<file path="src/sv/cttok_pkg.sv">
`timescale 1ns / 1ps

package cttok_pkg;

	localparam int unsigned BufferBytes = 65536;
	localparam int unsigned PosW = (BufferBytes > 1) ? $clog2(BufferBytes) : 1;
	localparam int unsigned LenW = PosW + 1;

	localparam logic [2:0] KIND_COMMENT = 3'd0;
	localparam logic [2:0] KIND_ASSIGN  = 3'd1;
	localparam logic [2:0] KIND_SPACE   = 3'd2;
	localparam logic [2:0] KIND_ILLEGAL = 3'd3;
	localparam logic [2:0] KIND_RAW     = 3'd4;
	localparam logic [2:0] KIND_QUOTED  = 3'd5;
	localparam logic [2:0] KIND_CR      = 3'd6;
	localparam logic [2:0] KIND_LF      = 3'd7;

	typedef struct packed {
		logic [2:0]      kind;
		logic [15:0]     offset;
		logic [16:0]     length;
		logic            final_of_run;
	} token_t;

	typedef struct packed {
		token_t     tok0;
		token_t     tok1;
		logic [1:0] count;
	} result_t;

endpackage

</file>
<file path="src/sv/cttok_byte_if.sv">
`timescale 1ns / 1ps

interface cttok_byte_if;
	logic       valid;
	logic       ready;
	logic [7:0] text_byte;
	logic       end_of_buffer;

	modport source (output valid, output text_byte, output end_of_buffer, input ready);
	modport sink (input valid, input text_byte, input end_of_buffer, output ready);
endinterface

</file>
<file path="src/sv/cttok_token_if.sv">
`timescale 1ns / 1ps

interface cttok_token_if;
	logic        valid;
	logic        ready;
	logic [2:0]  token_kind;
	logic [15:0] token_offset;
	logic [16:0] token_length;
	logic        final_of_run;

	modport source (output valid, output token_kind, output token_offset,
		output token_length, output final_of_run, input ready);
	modport sink (input valid, input token_kind, input token_offset,
		input token_length, input final_of_run, output ready);
endinterface

</file>
<file path="src/sv/cttok_core.sv">
`timescale 1ns / 1ps

module cttok_core (
	input  logic                clk,
	input  logic                arst_n,
	input  logic [7:0]          text_byte,
	input  logic                end_of_buffer,
	input  logic                advance,
	output cttok_pkg::result_t  result
);

	typedef enum logic [2:0] {
		MODE_IDLE   = 3'b001,
		MODE_RAW    = 3'b010,
		MODE_STRING = 3'b100
	} mode_t;

	localparam logic [7:0] CH_QUOTE = 8'h22;
	localparam logic [7:0] CH_HASH  = 8'h23;
	localparam logic [7:0] CH_COLON = 8'h3A;
	localparam logic [7:0] CH_EQ    = 8'h3D;
	localparam logic [7:0] CH_SPACE = 8'h20;
	localparam logic [7:0] CH_TAB   = 8'h09;
	localparam logic [7:0] CH_CR    = 8'h0D;
	localparam logic [7:0] CH_LF    = 8'h0A;
	localparam logic [7:0] CASE_BIT = 8'h20;

	mode_t                       mode_q, mode_d;
	logic [cttok_pkg::PosW-1:0]  pos_q;
	logic [cttok_pkg::PosW-1:0]  begin_q, begin_d;
	logic                        last;
	logic                        alnum;
	logic [cttok_pkg::LenW-1:0]  len_incl;
	logic [cttok_pkg::LenW-1:0]  len_excl;
	logic [2:0]                  single_kind;
	cttok_pkg::token_t           t0, t1;
	logic [1:0]                  n;

	function automatic logic is_alnum(input logic [7:0] c);
		logic [7:0] z;
		z = c | CASE_BIT;
		return (z >= 8'h61 && z <= 8'h7A) || (c >= 8'h30 && c <= 8'h39);
	endfunction

	function automatic logic [2:0] classify(input logic [7:0] c);
		logic [2:0] k;
		unique case (c)
			CH_HASH:         k = cttok_pkg::KIND_COMMENT;
			CH_COLON, CH_EQ: k = cttok_pkg::KIND_ASSIGN;
			CH_SPACE, CH_TAB: k = cttok_pkg::KIND_SPACE;
			CH_CR:           k = cttok_pkg::KIND_CR;
			CH_LF:           k = cttok_pkg::KIND_LF;
			default:         k = cttok_pkg::KIND_ILLEGAL;
		endcase
		return k;
	endfunction

	function automatic cttok_pkg::token_t make_tok(input logic [2:0] kind,
			input logic [15:0] offset, input logic [16:0] length);
		cttok_pkg::token_t t;
		t.kind         = kind;
		t.offset       = offset;
		t.length       = length;
		t.final_of_run = 1'b0;
		return t;
	endfunction

	assign last = end_of_buffer ||
		(pos_q == cttok_pkg::PosW'(cttok_pkg::BufferBytes - 1));
	assign alnum       = is_alnum(text_byte);
	assign single_kind = classify(text_byte);
	assign len_incl    = {1'b0, pos_q} + cttok_pkg::LenW'(1) - {1'b0, begin_q};
	assign len_excl    = {1'b0, pos_q} - {1'b0, begin_q};

	always_comb begin
		t0      = make_tok(cttok_pkg::KIND_COMMENT, 16'd0, 17'd0);
		t1      = make_tok(cttok_pkg::KIND_COMMENT, 16'd0, 17'd0);
		n       = 2'd0;
		mode_d  = mode_q;
		begin_d = begin_q;
		unique case (mode_q)
			MODE_RAW: begin
				if (alnum) begin
					if (last) begin
						t0 = make_tok(cttok_pkg::KIND_RAW, 16'(begin_q), 17'(len_incl));
						n  = 2'd1;
					end
				end else begin
					t0     = make_tok(cttok_pkg::KIND_RAW, 16'(begin_q), 17'(len_excl));
					mode_d = MODE_IDLE;
					if (text_byte == CH_QUOTE) begin
						begin_d = pos_q;
						mode_d  = MODE_STRING;
						n       = 2'd1;
					end else begin
						t1 = make_tok(single_kind, 16'd0, 17'd0);
						n  = 2'd2;
					end
				end
			end
			MODE_STRING: begin
				if (text_byte == CH_QUOTE) begin
					t0     = make_tok(cttok_pkg::KIND_QUOTED, 16'(begin_q), 17'(len_incl));
					n      = 2'd1;
					mode_d = MODE_IDLE;
				end else if (text_byte == CH_CR || text_byte == CH_LF) begin
					t0     = make_tok(single_kind, 16'd0, 17'd0);
					n      = 2'd1;
					mode_d = MODE_IDLE;
				end
			end
			default: begin
				mode_d = MODE_IDLE;
				if (text_byte == CH_QUOTE) begin
					begin_d = pos_q;
					mode_d  = MODE_STRING;
				end else if (alnum) begin
					begin_d = pos_q;
					if (last) begin
						t0 = make_tok(cttok_pkg::KIND_RAW, 16'(pos_q), 17'd1);
						n  = 2'd1;
					end else begin
						mode_d = MODE_RAW;
					end
				end else begin
					t0 = make_tok(single_kind, 16'd0, 17'd0);
					n  = 2'd1;
				end
			end
		endcase
		if (last) begin
			mode_d = MODE_IDLE;
		end
		if (n == 2'd1) begin
			t0.final_of_run = 1'b1;
		end
		if (n == 2'd2) begin
			t1.final_of_run = 1'b1;
		end
	end

	assign result.tok0  = t0;
	assign result.tok1  = t1;
	assign result.count = n;

	always_ff @(posedge clk or negedge arst_n) begin
		if (!arst_n) begin
			mode_q  <= MODE_IDLE;
			pos_q   <= '0;
			begin_q <= '0;
		end else if (advance) begin
			mode_q  <= mode_d;
			begin_q <= begin_d;
			pos_q   <= last ? '0 : pos_q + cttok_pkg::PosW'(1);
		end
	end

	a_mode_onehot: assert property (@(posedge clk) disable iff (!arst_n)
		$onehot(mode_q)) else $error("scan mode lost its one-hot code");
	a_begin_le_pos: assert property (@(posedge clk) disable iff (!arst_n)
		(mode_q != MODE_IDLE) |-> (begin_q <= pos_q))
		else $error("open token starts beyond the current position");
	a_last_idle: assert property (@(posedge clk) disable iff (!arst_n)
		(advance && last) |=> (mode_q == MODE_IDLE && pos_q == '0))
		else $error("buffer end did not return to idle at offset zero");

endmodule

</file>
<file path="src/sv/config_text_tokenizer_top.sv">
`timescale 1ns / 1ps

// Channel  Role    Payload
// bytes    sink    text_byte[7:0], end_of_buffer
// tokens   source  token_kind[2:0], token_offset[15:0], token_length[16:0], final_of_run
//
// One byte is accepted per cycle while the result buffer has room for its tokens.
// While the sink is ready, one token drains per cycle; bytes that cause two set the rate.
// A two-entry result buffer holds tokens while the sink stalls; the input register
// then holds the next byte and ready drops. Reset is asynchronous and active low,
// and brings the tokenizer to idle at offset zero.

module config_text_tokenizer_top (
	input  logic               clk,
	input  logic               arst_n,
	cttok_byte_if.sink         bytes,
	cttok_token_if.source      tokens
);

	logic               valid_s1;
	logic [7:0]         byte_s1;
	logic               eob_s1;
	logic               adv;
	logic               pop;
	logic [1:0]         occ_q, occ_after;
	logic [2:0]         fill;
	logic [1:0]         new_n;
	cttok_pkg::token_t  slot0_q, slot1_q, rem;
	cttok_pkg::result_t res;

	cttok_core u_core (
		.clk           (clk),
		.arst_n        (arst_n),
		.text_byte     (byte_s1),
		.end_of_buffer (eob_s1),
		.advance       (adv),
		.result        (res)
	);

	assign pop       = (occ_q != 2'd0) && tokens.ready;
	assign occ_after = occ_q - {1'b0, pop};
	assign fill      = {1'b0, occ_after} + {1'b0, res.count};
	assign adv       = valid_s1 && (fill <= 3'd2);
	assign new_n     = adv ? res.count : 2'd0;
	assign rem       = pop ? slot1_q : slot0_q;

	assign bytes.ready = !valid_s1 || adv;

	always_ff @(posedge clk or negedge arst_n) begin
		if (!arst_n) begin
			valid_s1 <= 1'b0;
		end else if (bytes.ready) begin
			valid_s1 <= bytes.valid;
		end
	end

	always_ff @(posedge clk) begin
		if (bytes.ready && bytes.valid) begin
			byte_s1 <= bytes.text_byte;
			eob_s1  <= bytes.end_of_buffer;
		end
	end

	always_ff @(posedge clk or negedge arst_n) begin
		if (!arst_n) begin
			occ_q <= 2'd0;
		end else begin
			occ_q <= occ_after + new_n;
		end
	end

	always_ff @(posedge clk) begin
		unique case (occ_after)
			2'd0: begin
				slot0_q <= res.tok0;
				slot1_q <= res.tok1;
			end
			2'd1: begin
				slot0_q <= rem;
				slot1_q <= res.tok0;
			end
			default: begin
				slot0_q <= slot0_q;
				slot1_q <= slot1_q;
			end
		endcase
	end

	assign tokens.valid        = (occ_q != 2'd0);
	assign tokens.token_kind   = slot0_q.kind;
	assign tokens.token_offset = slot0_q.offset;
	assign tokens.token_length = slot0_q.length;
	assign tokens.final_of_run = slot0_q.final_of_run;

	a_occ_range: assert property (@(posedge clk) disable iff (!arst_n)
		occ_q != 2'd3) else $error("result buffer overfilled");
	a_adv_fills: assert property (@(posedge clk) disable iff (!arst_n)
		(adv && res.count != 2'd0) |=> (occ_q != 2'd0))
		else $error("tokens of an advanced byte went missing");
	a_pair_kept: assert property (@(posedge clk) disable iff (!arst_n)
		(adv && res.count == 2'd2) |=> (occ_q == 2'd2))
		else $error("second token of a byte was not buffered");
	a_stall_held: assert property (@(posedge clk) disable iff (!arst_n)
		!bytes.ready |-> valid_s1)
		else $error("input stalled with an empty input register");

endmodule
</file>
<file path="src/flat_wrapper.sv">
// flat-port wrapper written by rule: the top's interface ports become plain ports
module config_text_tokenizer_top_flat 
  (clk, arst_n, bytes_valid, bytes_text_byte, bytes_end_of_buffer, bytes_ready, tokens_valid, tokens_token_kind, tokens_token_offset, tokens_token_length, tokens_final_of_run, tokens_ready);
  cttok_byte_if bytes_i ();
  cttok_token_if tokens_i ();
  input  logic clk;
  input  logic arst_n;
  input wire logic [$bits(bytes_i.valid)-1:0] bytes_valid;
  input wire logic [$bits(bytes_i.text_byte)-1:0] bytes_text_byte;
  input wire logic [$bits(bytes_i.end_of_buffer)-1:0] bytes_end_of_buffer;
  output wire logic [$bits(bytes_i.ready)-1:0] bytes_ready;
  output wire logic [$bits(tokens_i.valid)-1:0] tokens_valid;
  output wire logic [$bits(tokens_i.token_kind)-1:0] tokens_token_kind;
  output wire logic [$bits(tokens_i.token_offset)-1:0] tokens_token_offset;
  output wire logic [$bits(tokens_i.token_length)-1:0] tokens_token_length;
  output wire logic [$bits(tokens_i.final_of_run)-1:0] tokens_final_of_run;
  input wire logic [$bits(tokens_i.ready)-1:0] tokens_ready;
  assign bytes_i.valid = bytes_valid;
  assign bytes_i.text_byte = bytes_text_byte;
  assign bytes_i.end_of_buffer = bytes_end_of_buffer;
  assign bytes_ready = bytes_i.ready;
  assign tokens_valid = tokens_i.valid;
  assign tokens_token_kind = tokens_i.token_kind;
  assign tokens_token_offset = tokens_i.token_offset;
  assign tokens_token_length = tokens_i.token_length;
  assign tokens_final_of_run = tokens_i.final_of_run;
  assign tokens_i.ready = tokens_ready;
  config_text_tokenizer_top u_core (.clk(clk), .arst_n(arst_n), .bytes(bytes_i), .tokens(tokens_i));
endmodule
</file>
<file path="config.mk">
export PLATFORM = sky130hd
export DESIGN_NAME = config_text_tokenizer_top_flat
export DESIGN_NICKNAME = d
export VERILOG_FILES = /design/src/sv/cttok_pkg.sv /design/src/sv/cttok_byte_if.sv /design/src/sv/cttok_token_if.sv /design/src/sv/cttok_core.sv /design/src/sv/config_text_tokenizer_top.sv /design/src/flat_wrapper.sv
export SDC_FILE = /design/constraint.sdc
export NUM_CORES = 1
export LEC_CHECK = 0
export ABC_AREA = 1
export BUFFER_PORTS_ARGS = -buffer_cell sky130_fd_sc_hd__buf_2
export CAP_MARGIN = 25
export CELL_PAD_IN_SITES_DETAIL_PLACEMENT = 2
export CELL_PAD_IN_SITES_GLOBAL_PLACEMENT = 2
export CORE_MARGIN = 2
export CORE_UTILIZATION = 40
export CTS_BUF_LIST = sky130_fd_sc_hd__clkbuf_8
export DETAILED_ROUTE_END_ITERATION = 10
export PLACE_DENSITY_LB_ADDON = 0.1
export RECOVER_POWER = 50
export SYNTH_ARGS = -nofsm -noshare
export SYNTH_HDL_FRONTEND = slang
export SYNTH_SLANG_ARGS = --single-unit
</file>
<file path="constraint.sdc">
create_clock -name clk -period 7.59 [get_ports clk]
set_input_delay 0.759 -clock clk [delete_from_list [all_inputs] [get_ports clk]]
set_output_delay 0.759 -clock clk [all_outputs]
set_load 0.02 [all_outputs]
</file>
==> run_results.csv <==
group,metric,value,unit
detailed_routing,drtPass1Iterations,5,
synthesis,synth-simple-area-share,28.7,%
clock_network,htree_num_levels,4,
synthesis,synth_top_family_by_area,"simple AND/OR/NAND/NOR gates",
layout,diodes,0,
place,placed_area,8570,um2
pwr,power.leakage,4.03,nW
sta,worst_slack,2.80,ns
layout,num-nets-final,1129,
detailed_routing,drt_iter0_markers,442,
sta,fin_hold_ws,0.0777,ns
setup_path,cp_data_required_time,7.98,ns
sta,finalSetupViolCount,0,
synthesis,synth_top_area_share,31.0,%
synthesis,ys_seq_area_share,42.8,%
synthesis,synth_edf_count,83,
clock_network,clkLatencyLatePin,0.47,ns
floorplanning,die_y,146,um
layout,drive_gt1_share,7.90,%
synthesis,synthFlopType,"edfxtp_1",
floorplanning,io_pins,52,
flow_run,drv_cap,3,
global_routing,grt_max_degree,63,
setup_path,crit_top_cell,"nand3_1",
detailed_routing,drt_wl_total,31500,um
pwr,powerDensity,491,nW/um2
place,place_hpwl,21600,um
sta,fin_crit_sh,63.1,%
place,routabilityCongestion,0.877,
place,portBuffers,51,
sta,rsz0062_at_grt,"no",
clock_network,cts_made_buffers,17,
synthesis,yosysUniqueCellTypes,46,
clock_network,clock_path_buffers,2,
setup_path,critical-path-slowest-cell,"nor2_1",
layout,stdcell_count,1341,
floorplanning,initial_core_util,41.0,%
sta,finalSetupTns,0,ns
floorplanning,dieArea,21300,um2
sta,finClkSkew,0.0161,ns
sta,slew_headroom,-50.6,%
outcome,failed_checks,"max-capacitance violations, max-slew violations",
synthesis,syn_area_per_cell,7.98,um2
floorplanning,core_area,19600,um2
layout,fill_cells,2296,
sta,fmax,209,MHz
detailed_routing,post_drt_wl_per_cell,23.5,um
synthesis,postSynthCellCount,1008,
setup_path,crit_fanout,12,
synthesis,synth-seq-cells,121,
setup_path,path_delay_family,"simple AND/OR/NAND/NOR gates",
global_routing,grt_overflow,0,
setup_path,worstSetupPathType,"reg -> reg",
sta,drv_slew,107,
setup_path,rrSetupSlack,2.80,ns
clock_network,ctsResizeCount,0,
synthesis,synthMuxAreaShare,0,%
setup_path,worstSetupStartpointType,"register",
global_routing,grt_pass1_wl,47300,um
sta,worst_pin_slew,2.26,ns
pwr,peakVddDrop,0.202,mV
global_routing,antenna_found_initial,0,
synthesis,synth_warnings,0,
synthesis,yosysMostFrequentCell,"nand2_1",
outcome,status,"complete, but fails checks",
setup_path,max_stage_delay,0.69,ns
synthesis,synth_nets,1074,
place,dp_slack,2.69,ns
sta,period_minus_slack,4.79,ns
detailed_routing,via_per_inst,5.45,
synthesis,ys_async_sr_fraction,31.4,%
setup_path,path_cells,"inv_1, nand3_1, nor2_1, nand3_1, inv_1, nor2_1, nand2_1, nand3_1, ha_1, fa_1, a21oi_1, nand2_1, nor2_1, inv_1, nand2_1, nand3_1, o21ai_1",
clock_network,path_clk_slew,0.08,ns
place,place_inst,1306,
detailed_routing,ant_nets,0,
synthesis,synth_compound_area_share,8.75,%
synthesis,synth_area_leaders,"edfxtp_1 31%, nand2_1 16%, dfrtp_1 12%, inv_1 6.9%, ha_1 5.8%",
sta,finalHoldViolCount,0,
detailed_routing,drc,0,
setup_path,cp_num_buf_inv,3,
global_routing,grt_pass1_vias,8032,
global_routing,grt_usage,29.0,%
synthesis,syn-cell-area,8040,um2
synthesis,synthTopCellsByCount,"341 x nand2_1, 148 x inv_1, 83 x edfxtp_1",
floorplanning,fp.dieW,146,um
layout,area_delta_synth_final,11.5,%
worst_hold_path,hp-class,"in -> async",
synthesis,synth_top_cell_by_area,"edfxtp_1",
synthesis,synthXorXnorAreaFrac,1.53,%
layout,final_cell_area,8960,um2
synthesis,synthAdderAreaFrac,9.74,%
detailed_routing,num_vias,7310,
clock_network,post_cts_buffers,0,
clock_network,cts_hold_buf,0,
setup_path,end_kind,"register",
clock_network,cts_num_sinks,121,
clock_network,cts_tree,"yes",
clock_network,clockRootBuffer,"clkbuf_8",
setup_path,arrival,5.18,ns
floorplanning,rows,51,
## final timing paths
path,start,end,cells after the start
max,u_core.byte_s1[6],u_core.u_core.mode_q[1],17
min,arst_n,u_core.occ_q[0],1
max reg2reg,u_core.byte_s1[6],u_core.u_core.mode_q[1],17
min reg2reg,u_core.u_core.mode_q[0],u_core.u_core.mode_q[0],2
max in group asynchronous,arst_n,u_core.u_core.begin_q[8],2
min in group clk,bytes_text_byte[6],u_core.byte_s1[6],1
## cell type report
class	instances	area [um2]	share of cell area, %
clock buffer	17	234	2.61
inverter	154	578	6.45
multi-input combinational	712	3930	43.8
tap	265	332	3.70
sequential	121	3440	38.4
clock inverter	15	200	2.23
timing repair buffer	57	248	2.76
## flip-flops by register name (all words and copies together) (netlist names), 2 cells and up
register	flops
u_core.tokens.token_offset	16
u_core.occ_q	2
u_core.byte_s1	8
u_core.u_core.mode_q	3
u_core.u_core.pos_q	16
u_core.slot1_q	37
u_core.tokens.token_kind	3
u_core.u_core.begin_q	16
u_core.tokens.token_length	17
## worst register-to-register path: stages (launching register included)
cell,delay (ns)
edfxtp_1,0.37
inv_1,0.11
nand3_1,0.13
nor2_1,0.24
nand3_1,0.28
inv_1,0.35
nor2_1,0.15
nand2_1,0.13
nand3_1,0.17
ha_1,0.27
fa_1,0.48
a21oi_1,0.37
nand2_1,0.22
nor2_1,0.69
inv_1,0.34
nand2_1,0.25
nand3_1,0.10
o21ai_1,0.08
## placed cells by master (no fill, tap or decap), types with 4 or more instances in the layout
cell type and instances:
nor2_1 68, bufinv_16 4, and2_1 5, o21ai_0 35
nor2_2 5, buf_2 12, ha_1 37, nand4_1 14
o22ai_2 10, nor2_4 6, xor2_1 10, o22ai_1 11
fa_1 16, nor3_1 9, nand2_1 341, inv_1 150
clkbuf_8 17, a21oi_1 30, nand3b_1 6, o21ai_1 11
clkbuf_1 42, inv_2 6, dfrtp_1 37, edfxtp_1 83
xnor2_1 4, nand3_1 65
## metrics by stage
| stage | utilization (%) | total power [mW] |
|---|---|---|
| after floorplan | - | 2.81 |
| final | 45.7 | 4.40 |
| after detailed placement | 43.7 | 3.58 |
| after global routing | 45.7 | 4.70 |
| after global placement | 43.7 | 3.43 |
| after CTS | 46.0 | 4.37 |
## power breakdown
group	switching, mW	internal (mW)	leakage, nW
logic	1.85	0.618	2.45
clock network	0.315	0.359	0.220
registers	0.153	1.10	1.36
total	2.32	2.08	4.03
## cell families (layout without fill, tap and decap cells)
group | count (synthesis) | after routing
AO/OA/AOI/OAI | 113 | 113
flip-flops | 121 | 121
buffers and inverters | 175 | 243
AND/OR/NAND/NOR | 532 | 532
adder cells (fa/ha/maj) | 53 | 53
XOR/XNOR | 14 | 14
## per-layer routing
| layer | share of wire [%] | GRT usage [%] |
|---|---|---|
| met1 | 44 | 38.6 |
| met2 | 50 | 49.2 |
| met3 | 3.8 | 4.64 |
| met4 | 1.7 | 8.14 |
| met5 | 0 | 0 |
(Power assumes the default switching activity.)
